`config.mk`:
```
export PLATFORM = sky130hd
export DESIGN_NAME = file_transfer_packet_checker_top
export DESIGN_NICKNAME = d
export VERILOG_FILES = /design/src/hw/rtl/ftpc_pkg.sv /design/src/hw/rtl/ftpc_ram.sv /design/src/hw/rtl/file_transfer_packet_checker_top.sv
export SDC_FILE = /design/constraint.sdc
export NUM_CORES = 2
export LEC_CHECK = 0
export BUFFER_PORTS_ARGS = -buffer_cell sky130_fd_sc_hd__buf_2
export CORE_MARGIN = 3
export CORE_UTILIZATION = 39
export DETAILED_ROUTE_END_ITERATION = 12
export PLACE_DENSITY = 0.57
export SLEW_MARGIN = 10
export SYNTH_ARGS = -nofsm -noshare
export SYNTH_HDL_FRONTEND = slang
export SYNTH_SLANG_ARGS = --single-unit
export TNS_END_PERCENT = 50
```
`constraint.sdc`:
```
create_clock -name clk_i -period 8.1 [get_ports clk_i]
set_clock_uncertainty 0.15 [all_clocks]
set_input_delay 0.81 -clock clk_i [delete_from_list [all_inputs] [get_ports clk_i]]
set_output_delay 0.81 -clock clk_i [all_outputs]
set_load 0.005 [all_outputs]
```
`src/hw/rtl/ftpc_pkg.sv`:
```
`default_nettype none

package ftpc_pkg;

  localparam int unsigned MAX_PACKET_BYTES = 1024;
  localparam int unsigned MAX_NAME_BYTES   = 256;
  localparam int unsigned MAX_SIZE_BYTES   = 6;

  localparam int unsigned NAME_DEPTH = 256;
  localparam int unsigned NAME_AW    = 8;
  localparam int unsigned SIZE_W     = 48;
  localparam int unsigned POS_W      = 16;

  // packet type bytes
  localparam logic [7:0] TYPE_DATA  = 8'h01;
  localparam logic [7:0] TYPE_START = 8'h02;
  localparam logic [7:0] TYPE_END   = 8'h03;

  // control field tags
  localparam logic [7:0] TAG_SIZE = 8'h00;
  localparam logic [7:0] TAG_NAME = 8'h01;

  typedef enum logic [1:0] {
    KIND_DATA  = 2'd0,
    KIND_START = 2'd1,
    KIND_END   = 2'd2,
    KIND_BAD   = 2'd3
  } kind_e;

  typedef enum logic [2:0] {
    ST_OK        = 3'd0,
    ST_BAD_TYPE  = 3'd1,
    ST_MALFORMED = 3'd2,
    ST_LEN_ERR   = 3'd3,
    ST_MISMATCH  = 3'd4
  } status_e;

  // control packet parse steps (low three bits of the field stage)
  localparam logic [2:0] STEP_TAG0 = 3'd0;
  localparam logic [2:0] STEP_LEN0 = 3'd1;
  localparam logic [2:0] STEP_VAL0 = 3'd2;
  localparam logic [2:0] STEP_TAG1 = 3'd3;
  localparam logic [2:0] STEP_LEN1 = 3'd4;
  localparam logic [2:0] STEP_VAL1 = 3'd5;
  localparam logic [2:0] STEP_DONE = 3'd6;

  // data packet parse stages
  localparam logic [3:0] DSTG_LEN_HI  = 4'd0;
  localparam logic [3:0] DSTG_LEN_LO  = 4'd1;
  localparam logic [3:0] DSTG_PAYLOAD = 4'd2;

endpackage

`default_nettype wire

```
`src/hw/rtl/ftpc_ram.sv`:
```
`default_nettype none

module ftpc_ram #(
  parameter int unsigned WIDTH = 8,
  parameter int unsigned DEPTH = 256
) (
  input  wire logic                     clk_i,
  input  wire logic                     we_i,
  input  wire logic [$clog2(DEPTH)-1:0] waddr_i,
  input  wire logic [WIDTH-1:0]         wdata_i,
  input  wire logic [$clog2(DEPTH)-1:0] raddr_i,
  output logic      [WIDTH-1:0]         rdata_o
);

  logic [WIDTH-1:0] mem_q [DEPTH];

  always_ff @(posedge clk_i) begin
    if (we_i) begin
      mem_q[waddr_i] <= wdata_i;
    end
    rdata_o <= mem_q[raddr_i];
  end

endmodule

`default_nettype wire

```
`src/hw/rtl/file_transfer_packet_checker_top.sv`:
```
`default_nettype none

// Receive-side file transfer packet checker. Takes one packet byte per cycle
// (tlast on the final byte) and returns exactly one output item per byte in
// the cycle after acceptance; with m_axis_tready high, one byte per clock is
// sustained. Each output item carries a forwarded payload or name byte when
// out_valid is set, and on the final byte of a packet (tlast) the verdict:
// packet kind, status, decoded file size and transfer_done. A start packet
// must open a transfer; data packets follow and an end packet that repeats
// the start's size and name closes it. Any error sends the checker back to
// waiting for a start packet. The start's name is kept in a 256 x 8 RAM with
// registered read; the entry for the next byte is fetched ahead, so the RAM
// port does not slow the stream. No clearing pass after reset.
module file_transfer_packet_checker_top
  import ftpc_pkg::*;
(
  input  wire logic        clk_i,
  input  wire logic        rst_ni,
  input  wire logic        s_axis_tvalid,
  output logic             s_axis_tready,
  input  wire logic [7:0]  s_axis_tdata,  // in_byte
  input  wire logic        s_axis_tlast,  // last_byte
  output logic             m_axis_tvalid,
  input  wire logic        m_axis_tready,
  // out_valid[0], out_byte[8:1], packet_kind[10:9], status[13:11],
  // decoded_size[61:14], transfer_done[62], zero[63]
  output logic [63:0]      m_axis_tdata,
  output logic             m_axis_tuser,  // out_kind
  output logic             m_axis_tlast   // packet_done
);

  // parser state
  logic              in_pkt_q, in_pkt_d;
  logic              phase_q, phase_d;
  logic [POS_W-1:0]  pos_q, pos_d;
  kind_e             kind_q, kind_d;
  logic [3:0]        stage_q, stage_d;
  logic [7:0]        remain_q, remain_d;
  logic [POS_W-1:0]  decl_q, decl_d;
  logic [SIZE_W-1:0] acc_q, acc_d;
  logic [SIZE_W-1:0] stored_size_q, stored_size_d;
  logic [7:0]        name_len_q, name_len_d;
  logic [2:0]        err_q, err_d;

  // output register
  logic              m_valid_q;
  logic              o_valid_q, o_valid_d;
  logic              o_kind_q, o_kind_d;
  logic [7:0]        o_byte_q, o_byte_d;
  logic              o_done_q, o_done_d;
  logic [1:0]        o_pkind_q, o_pkind_d;
  logic [2:0]        o_status_q, o_status_d;
  logic [SIZE_W-1:0] o_size_q, o_size_d;
  logic              o_xfer_q, o_xfer_d;

  logic              s_fire;
  logic [7:0]        b;

  logic              ram_we;
  logic [NAME_AW-1:0] ram_waddr;
  logic [NAME_AW-1:0] ram_raddr;
  logic [NAME_AW-1:0] name_idx;
  logic [7:0]        ram_rdata;

  assign s_axis_tready = !m_valid_q || m_axis_tready;
  assign s_fire        = s_axis_tvalid && s_axis_tready;
  assign b             = s_axis_tdata;

  // name index of the byte about to be parsed
  assign name_idx  = decl_q[NAME_AW-1:0] - remain_q;
  assign ram_waddr = name_idx;
  // fetch ahead: address of the item after this one while accepting
  assign ram_raddr = s_fire ? (decl_d[NAME_AW-1:0] - remain_d) : name_idx;

  ftpc_ram #(
    .WIDTH(8),
    .DEPTH(NAME_DEPTH)
  ) u_name_ram (
    .clk_i  (clk_i),
    .we_i   (ram_we),
    .waddr_i(ram_waddr),
    .wdata_i(b),
    .raddr_i(ram_raddr),
    .rdata_o(ram_rdata)
  );

  function automatic logic halted(input logic [2:0] e);
    return (e == ST_BAD_TYPE) || (e == ST_MALFORMED) || (e == ST_LEN_ERR);
  endfunction

  always_comb begin
    logic [2:0] step;
    logic       name_first;
    logic       is_name;
    logic       ok;

    in_pkt_d      = in_pkt_q;
    phase_d       = phase_q;
    pos_d         = pos_q;
    kind_d        = kind_q;
    stage_d       = stage_q;
    remain_d      = remain_q;
    decl_d        = decl_q;
    acc_d         = acc_q;
    stored_size_d = stored_size_q;
    name_len_d    = name_len_q;
    err_d         = err_q;

    o_valid_d  = 1'b0;
    o_kind_d   = 1'b0;
    o_byte_d   = 8'd0;
    o_done_d   = 1'b0;
    o_pkind_d  = 2'd0;
    o_status_d = ST_OK;
    o_size_d   = '0;
    o_xfer_d   = 1'b0;

    ram_we     = 1'b0;
    step       = stage_q[2:0];
    name_first = stage_q[3];
    is_name    = 1'b0;
    ok         = 1'b1;

    if (s_fire) begin
      if (!in_pkt_q) begin
        // type byte
        in_pkt_d = 1'b1;
        stage_d  = '0;
        remain_d = '0;
        decl_d   = '0;
        acc_d    = '0;
        err_d    = ST_OK;
        pos_d    = POS_W'(1);
        if (!phase_q) begin
          kind_d = (b == TYPE_START) ? KIND_START : KIND_BAD;
        end else if (b == TYPE_DATA) begin
          kind_d = KIND_DATA;
          pos_d  = '0;
        end else begin
          kind_d = (b == TYPE_END) ? KIND_END : KIND_BAD;
        end
        if (kind_d == KIND_BAD) begin
          err_d = ST_BAD_TYPE;
        end
      end else if (!halted(err_q)) begin
        if (kind_q == KIND_DATA) begin
          if (stage_q == DSTG_LEN_HI) begin
            decl_d  = {b, 8'd0};
            stage_d = DSTG_LEN_LO;
          end else if (stage_q == DSTG_LEN_LO) begin
            decl_d  = {decl_q[15:8], b};
            stage_d = DSTG_PAYLOAD;
            pos_d   = '0;
          end else if (pos_q >= decl_q || pos_q >= POS_W'(MAX_PACKET_BYTES - 3)) begin
            err_d = ST_LEN_ERR;
          end else begin
            o_valid_d = 1'b1;
            o_byte_d  = b;
            if (pos_q != '1) begin
              pos_d = pos_q + POS_W'(1);
            end
          end
        end else begin
          if (pos_q >= POS_W'(MAX_PACKET_BYTES)) begin
            err_d = ST_MALFORMED;
            ok    = 1'b0;
          end else begin
            case (step)
              STEP_TAG0: begin
                if (b > TAG_NAME) begin
                  err_d = ST_MALFORMED;
                  ok    = 1'b0;
                end else begin
                  name_first = b[0];
                  step       = STEP_LEN0;
                end
              end
              STEP_TAG1: begin
                if (b != (name_first ? TAG_SIZE : TAG_NAME)) begin
                  err_d = ST_MALFORMED;
                  ok    = 1'b0;
                end else begin
                  step = STEP_LEN1;
                end
              end
              STEP_LEN0, STEP_LEN1: begin
                is_name = (step == STEP_LEN0) ? name_first : !name_first;
                if (is_name && {1'b0, b} > 9'(MAX_NAME_BYTES)) begin
                  err_d = ST_MALFORMED;
                  ok    = 1'b0;
                end else if (!is_name && {24'd0, b} > 32'(MAX_SIZE_BYTES)) begin
                  err_d = ST_MALFORMED;
                  ok    = 1'b0;
                end else begin
                  if (is_name) begin
                    if (kind_q == KIND_START) begin
                      name_len_d = b;
                    end else if (b != name_len_q && err_q == ST_OK) begin
                      err_d = ST_MISMATCH;
                    end
                  end
                  decl_d   = {8'd0, b};
                  remain_d = b;
                  step     = (b != 8'd0) ? step + 3'd1 : step + 3'd2;
                end
              end
              STEP_VAL0, STEP_VAL1: begin
                is_name = (step == STEP_VAL0) ? name_first : !name_first;
                if (is_name) begin
                  if (kind_q == KIND_START) begin
                    ram_we    = 1'b1;
                    o_valid_d = 1'b1;
                    o_kind_d  = 1'b1;
                    o_byte_d  = b;
                  end else if (name_idx < name_len_q && ram_rdata != b
                               && err_q == ST_OK) begin
                    err_d = ST_MISMATCH;
                  end
                end else begin
                  acc_d = {acc_q[SIZE_W-9:0], b};
                end
                remain_d = remain_q - 8'd1;
                if (remain_d == 8'd0) begin
                  step = step + 3'd1;
                end
              end
              default: begin
                err_d = ST_MALFORMED;
                ok    = 1'b0;
              end
            endcase
          end
          if (ok) begin
            stage_d = {name_first, step};
          end
          if (pos_q != '1) begin
            pos_d = pos_q + POS_W'(1);
          end
        end
      end

      if (s_axis_tlast) begin
        if (kind_d == KIND_DATA) begin
          if (err_d == ST_OK && (stage_d != DSTG_PAYLOAD || pos_d != decl_d)) begin
            err_d = ST_LEN_ERR;
          end
        end else if (kind_d != KIND_BAD) begin
          if (!halted(err_d) && stage_d[2:0] != STEP_DONE) begin
            err_d = ST_MALFORMED;
          end
          if (kind_d == KIND_END && err_d == ST_OK && acc_d != stored_size_q) begin
            err_d = ST_MISMATCH;
          end
          o_size_d = acc_d;
        end
        o_done_d   = 1'b1;
        o_pkind_d  = kind_d;
        o_status_d = err_d;
        if (err_d != ST_OK) begin
          phase_d = 1'b0;
        end else if (kind_d == KIND_START) begin
          phase_d       = 1'b1;
          stored_size_d = acc_d;
        end else if (kind_d == KIND_END) begin
          phase_d  = 1'b0;
          o_xfer_d = 1'b1;
        end
        in_pkt_d = 1'b0;
      end
    end
  end

  always_ff @(posedge clk_i or negedge rst_ni) begin
    if (!rst_ni) begin
      in_pkt_q      <= 1'b0;
      phase_q       <= 1'b0;
      pos_q         <= '0;
      kind_q        <= KIND_DATA;
      stage_q       <= '0;
      remain_q      <= '0;
      decl_q        <= '0;
      acc_q         <= '0;
      stored_size_q <= '0;
      name_len_q    <= '0;
      err_q         <= ST_OK;
      m_valid_q     <= 1'b0;
    end else begin
      in_pkt_q      <= in_pkt_d;
      phase_q       <= phase_d;
      pos_q         <= pos_d;
      kind_q        <= kind_d;
      stage_q       <= stage_d;
      remain_q      <= remain_d;
      decl_q        <= decl_d;
      acc_q         <= acc_d;
      stored_size_q <= stored_size_d;
      name_len_q    <= name_len_d;
      err_q         <= err_d;
      if (s_fire) begin
        m_valid_q <= 1'b1;
      end else if (m_axis_tready) begin
        m_valid_q <= 1'b0;
      end
    end
  end

  always_ff @(posedge clk_i) begin
    if (s_fire) begin
      o_valid_q  <= o_valid_d;
      o_kind_q   <= o_kind_d;
      o_byte_q   <= o_byte_d;
      o_done_q   <= o_done_d;
      o_pkind_q  <= o_pkind_d;
      o_status_q <= o_status_d;
      o_size_q   <= o_size_d;
      o_xfer_q   <= o_xfer_d;
    end
  end

  assign m_axis_tvalid = m_valid_q;
  assign m_axis_tdata  = {1'b0, o_xfer_q, o_size_q, o_status_q, o_pkind_q, o_byte_q, o_valid_q};
  assign m_axis_tuser  = o_kind_q;
  assign m_axis_tlast  = o_done_q;

`ifndef SYNTHESIS
  a_status_only_on_last: assert property (@(posedge clk_i) disable iff (!rst_ni)
    m_valid_q && o_status_q != ST_OK |-> o_done_q)
    else $error("verdict status on a byte that is not the last");

  a_xfer_is_clean_end: assert property (@(posedge clk_i) disable iff (!rst_ni)
    m_valid_q && o_xfer_q |-> o_status_q == ST_OK && o_pkind_q == KIND_END)
    else $error("transfer_done without a clean end packet");

  a_idle_byte_zero: assert property (@(posedge clk_i) disable iff (!rst_ni)
    m_valid_q && !o_valid_q |-> o_byte_q == 8'd0 && !o_kind_q)
    else $error("non-forwarded item carries a byte");

  a_pkt_ends_on_last: assert property (@(posedge clk_i) disable iff (!rst_ni)
    $fell(in_pkt_q) |-> $past(s_fire && s_axis_tlast))
    else $error("packet closed without a last byte");

  a_session_opens_on_start: assert property (@(posedge clk_i) disable iff (!rst_ni)
    $rose(phase_q) |-> $past(kind_d == KIND_START && err_d == ST_OK && s_axis_tlast))
    else $error("session opened without a clean start packet");
`endif

endmodule

`default_nettype wire

```
==> metrics.csv <==
stage,metric,value,unit
floorplan,coreArea,0.239,mm2
setup_path,cp_max_fo,13,
timing,fin_crit_sh,85.9,%
clock_network,clk_pin_slew,0.06,ns
power,swShare,33.1,%
power,p_seq_share,38.8,%
final_layout,final_cell_area,0.107,mm2
timing,tightest_slew,1.24,ns
synthesis,ys_warn_count,0,
global_routing,grt_pass1_vias,51049,
floorplan,row_count,179,
clock_network,cts_root_buf,clkbuf_16,
detailed_routing,drc,0,
synthesis,synth.area.top_cells,"edfxtp_1, mux4_2, dfrtp_1",
detailed_routing,routed_wl,241000,um
timing,drv_slew,0,
clock_network,clkSinkCount,2277,
timing,whs,0.0985,ns
detailed_routing,dr.first_iter.drc_count,5481,
setup_path,max_stage_delay,0.88,ns
worst_hold_path,holdCritStartpoint,s_axis_tdata[7],
final_layout,nets,5544,
clock_network,post-cts-setup-buffers,0,
detailed_routing,postRouteAntennaNets,0,
detailed_routing,num_vias,50548,
final_layout,final_cell_mix,"edfxtp_1, mux4_2, nor2_1, a21oi_1, a211oi_1",
synthesis,netlist_area,0.0942,mm2
clock_network,clk_latency,0.86,ns
place,gp_congestion,0.851,
clock_network,clockBufferDepth,3,
final_layout,final_core_util,44.7,%
detailed_routing,top_layer,met4,
synthesis,syn_nets,5419,
final_layout,fill_cells,20489,
run,drv_cap,0,
setup_path,cp_data_required_time,8.69,ns
synthesis,synth_top_area_share,67.4,%
synthesis,synth_area_leader_cell,edfxtp_1,
floorplan,die_y,497,um
setup_path,crit_arrival,7.55,ns
final_layout,regArea,0.0675,mm2
setup_path,slowest_stage,a211oi_1,
global_routing,grt_usage,19.3,%
status,outcome,finished clean,
place,portBuffers,79,
global_routing,grt_remaining_overflow,0,
final_layout,syn_to_final_growth,13.3,%
power,p_leak,34.1,nW
floorplan,start_util,39.4,%
setup_path,reg2reg_from,stage_q[1],
global_routing,grt_pass1_wl,356000,um
timing,finalHoldViolations,0,
detailed_routing,met2_length,115000,um
clock_network,cts.hold.buffers_added,2,
place,dpl_cell_area,0.0989,mm2
detailed_routing,first_pass_iters,7,
worst_hold_path,hold_path_class,primary input to register,
setup_path,r2r_setup_slack,1.14,ns
clock_network,htreeDepth,4,
synthesis,synth_edf_count,2113,
clock_network,cts_resized,0,
floorplan,io_pins,81,
floorplan,dieArea,0.247,mm2
setup_path,path_cells,inv_1 -> ha_1 -> nor3b_1 -> nor3_1 -> a211o_1 -> a22oi_1 -> nor3_1 -> a21oi_1 -> ha_1 -> inv_1 -> fa_1 -> mux2i_4 -> buf_12 -> buf_12 -> buf_4 -> mux4_2 -> nor2b_1 -> a211oi_1 -> a211oi_1 -> a21oi_1 -> a211oi_1 -> a21oi_1 -> mux2i_1,
power,vdd_ir_drop_max,0.301,mV
timing,setup_viol_count_final,0,
synthesis,synthCells,5356,
setup_path,ff2ff_path_depth,23,
final_layout,drive_above_1_share,20.7,%
timing,rsz0062_at_grt,no,
clock_network,numCtsBuffers,229,
timing,worst_slack,1.14,ns
worst_hold_path,min_to,u_name_ram.mem_q[188][7],
setup_path,end_kind,register,
synthesis,synth_cell_type_count,92,
power,switchingPower,11.3,mW
worst_hold_path,min_path_cells,1,
power,power_frac_clock,31.8,%
timing,fin_crit,6.96,ns
timing,maxSlewHeadroom,17.2,%
power,p_per_area,320,mW/mm2
setup_path,rr_endpoint,u_name_ram.rdata_o[3],
global_routing,grt_max_degree,177,
synthesis,ys_seq_elements,2277,
power,power.internal,22.8,mW
power,combPwrFrac,29.4,%
final_layout,layout_commonest_cell,edfxtp_1,
detailed_routing,wl_met3,15800,um
place,dp_hpwl,149000,um
timing,fin_setup_tns,0,ns
setup_path,crit_path_start_kind,register,
synthesis,async_flop_share,6.85,%
synthesis,yosysSeqAreaShare,71.7,%
global_routing,antenna_found_initial,7,
clock_network,cts_tree,done,
setup_path,crit_type,register to register,
final_layout,multi_input_area,0.0251,mm2
synthesis,syn_area_per_cell,17.6,um2
timing,timing.fmax,144,MHz
detailed_routing,wirelength_met1,104000,um
detailed_routing,avgRoutedWirePerCell,27.3,um
floorplan,die_x,497,um
place,pre_cts_slack,0.666,ns
detailed_routing,via_per_inst,5.71,
synthesis,synthFlopType,edfxtp_1,
## stage by stage
step | power [mW] | cells
finish | 34.1 | 8853
global route | 35.5 | 8852
CTS | 34.4 | 8852
detailed placement | 23.6 | 8415
global placement | 23.6 | 8415
floorplan | 19.4 | 5356
## cells in the mapped netlist, types with 16 or more instances
library cell,n
edfxtp_1,2113
mux2i_1,160
nor4_1,18
o22ai_1,18
mux2_2,27
nand3_1,58
nor3_1,28
nand4_1,20
xor2_1,31
a21boi_0,26
and3_1,18
clkbuf_1,229
mux4_2,512
inv_1,61
nor2_1,362
a211oi_1,241
ha_1,48
o31ai_1,16
nor2b_1,140
a21o_1,31
and2_1,17
nand2_1,226
nand2b_1,18
dfrtp_1,156
a21oi_1,244
buf_1,32
o21ai_0,166
xnor2_1,42
buf_2,75
## worst max-delay path, delay by kind of cell, from the launching register on
family | cells | cell delay (ns)
AOI/OAI and AO/OA | 8 | 2.58
adders and majority gates | 3 | 1.05
buffers and inverters | 5 | 0.89
DFF | 1 | 0.47
muxes | 3 | 0.71
and+or+nand+nor | 4 | 0.99
## kinds of logic after synthesis
logic type                 Yosys count  share of synthesized area (%)
AOI/OAI and AO/OA                  892                           6.12
xor gates and xnor gates            73                          0.679
adders and majority gates           50                          0.680
other                                1                        0.00398
DFF                               2277                           71.7
buffers and inverters              409                           1.77
and+or+nand+nor                    954                           4.77
muxes                              700                           14.3
## per-layer routing
metal	vias up	GRT usage, %
li1	21810	-
met1	26637	27.4
met5	-	0
met2	1713	30.7
met3	388	3.56
met4	0	5.01
## flip-flops by register name, indices dropped and copies added (netlist names), 8 cells and up
register,count
acc_q,48
decl_q,16
name_len_q,8
o_byte_q,8
o_size_q,48
pos_q,16
remain_q,8
stored_size_q,48
u_name_ram.mem_q,2048
u_name_ram.rdata_o,8
## how the worst max path moves through the flow
stage / startpoint / endpoint / slack, ns
floorplan: m_axis_tready / u_name_ram.rdata_o[7] / 0.63
detailed placement: s_axis_tdata[3] / u_name_ram.rdata_o[3] / 0.67
global placement: s_axis_tdata[3] / u_name_ram.rdata_o[2] / 0.63
finish: stage_q[1] / u_name_ram.rdata_o[3] / 1.14
global route: stage_q[1] / u_name_ram.rdata_o[3] / 0.85
CTS: stage_q[1] / u_name_ram.rdata_o[3] / 1.24
## final cells by class
class / instances / share of cell area, %
well taps: 3167 / 3.71
flip-flops and latches: 2277 / 63.3
multi-input cells: 2670 / 23.6
repair buffers: 240 / 1.96
clock inverters: 153 / 1.63
inverters: 63 / 0.224
diodes: 1 / 0.00234
clock buffers: 282 / 5.64
## power by group through the flow
stage	Sequential [mW]	Clock [mW]	Combinational (mW)
detailed placement	13.5	0	10.1
global placement	13.5	0	10.1
global route	13.2	11.5	10.7
floorplan	13.4	0	5.97
CTS	13.2	11.0	10.1
finish	13.2	10.8	10.0
Power figures use the tool's default switching activity.
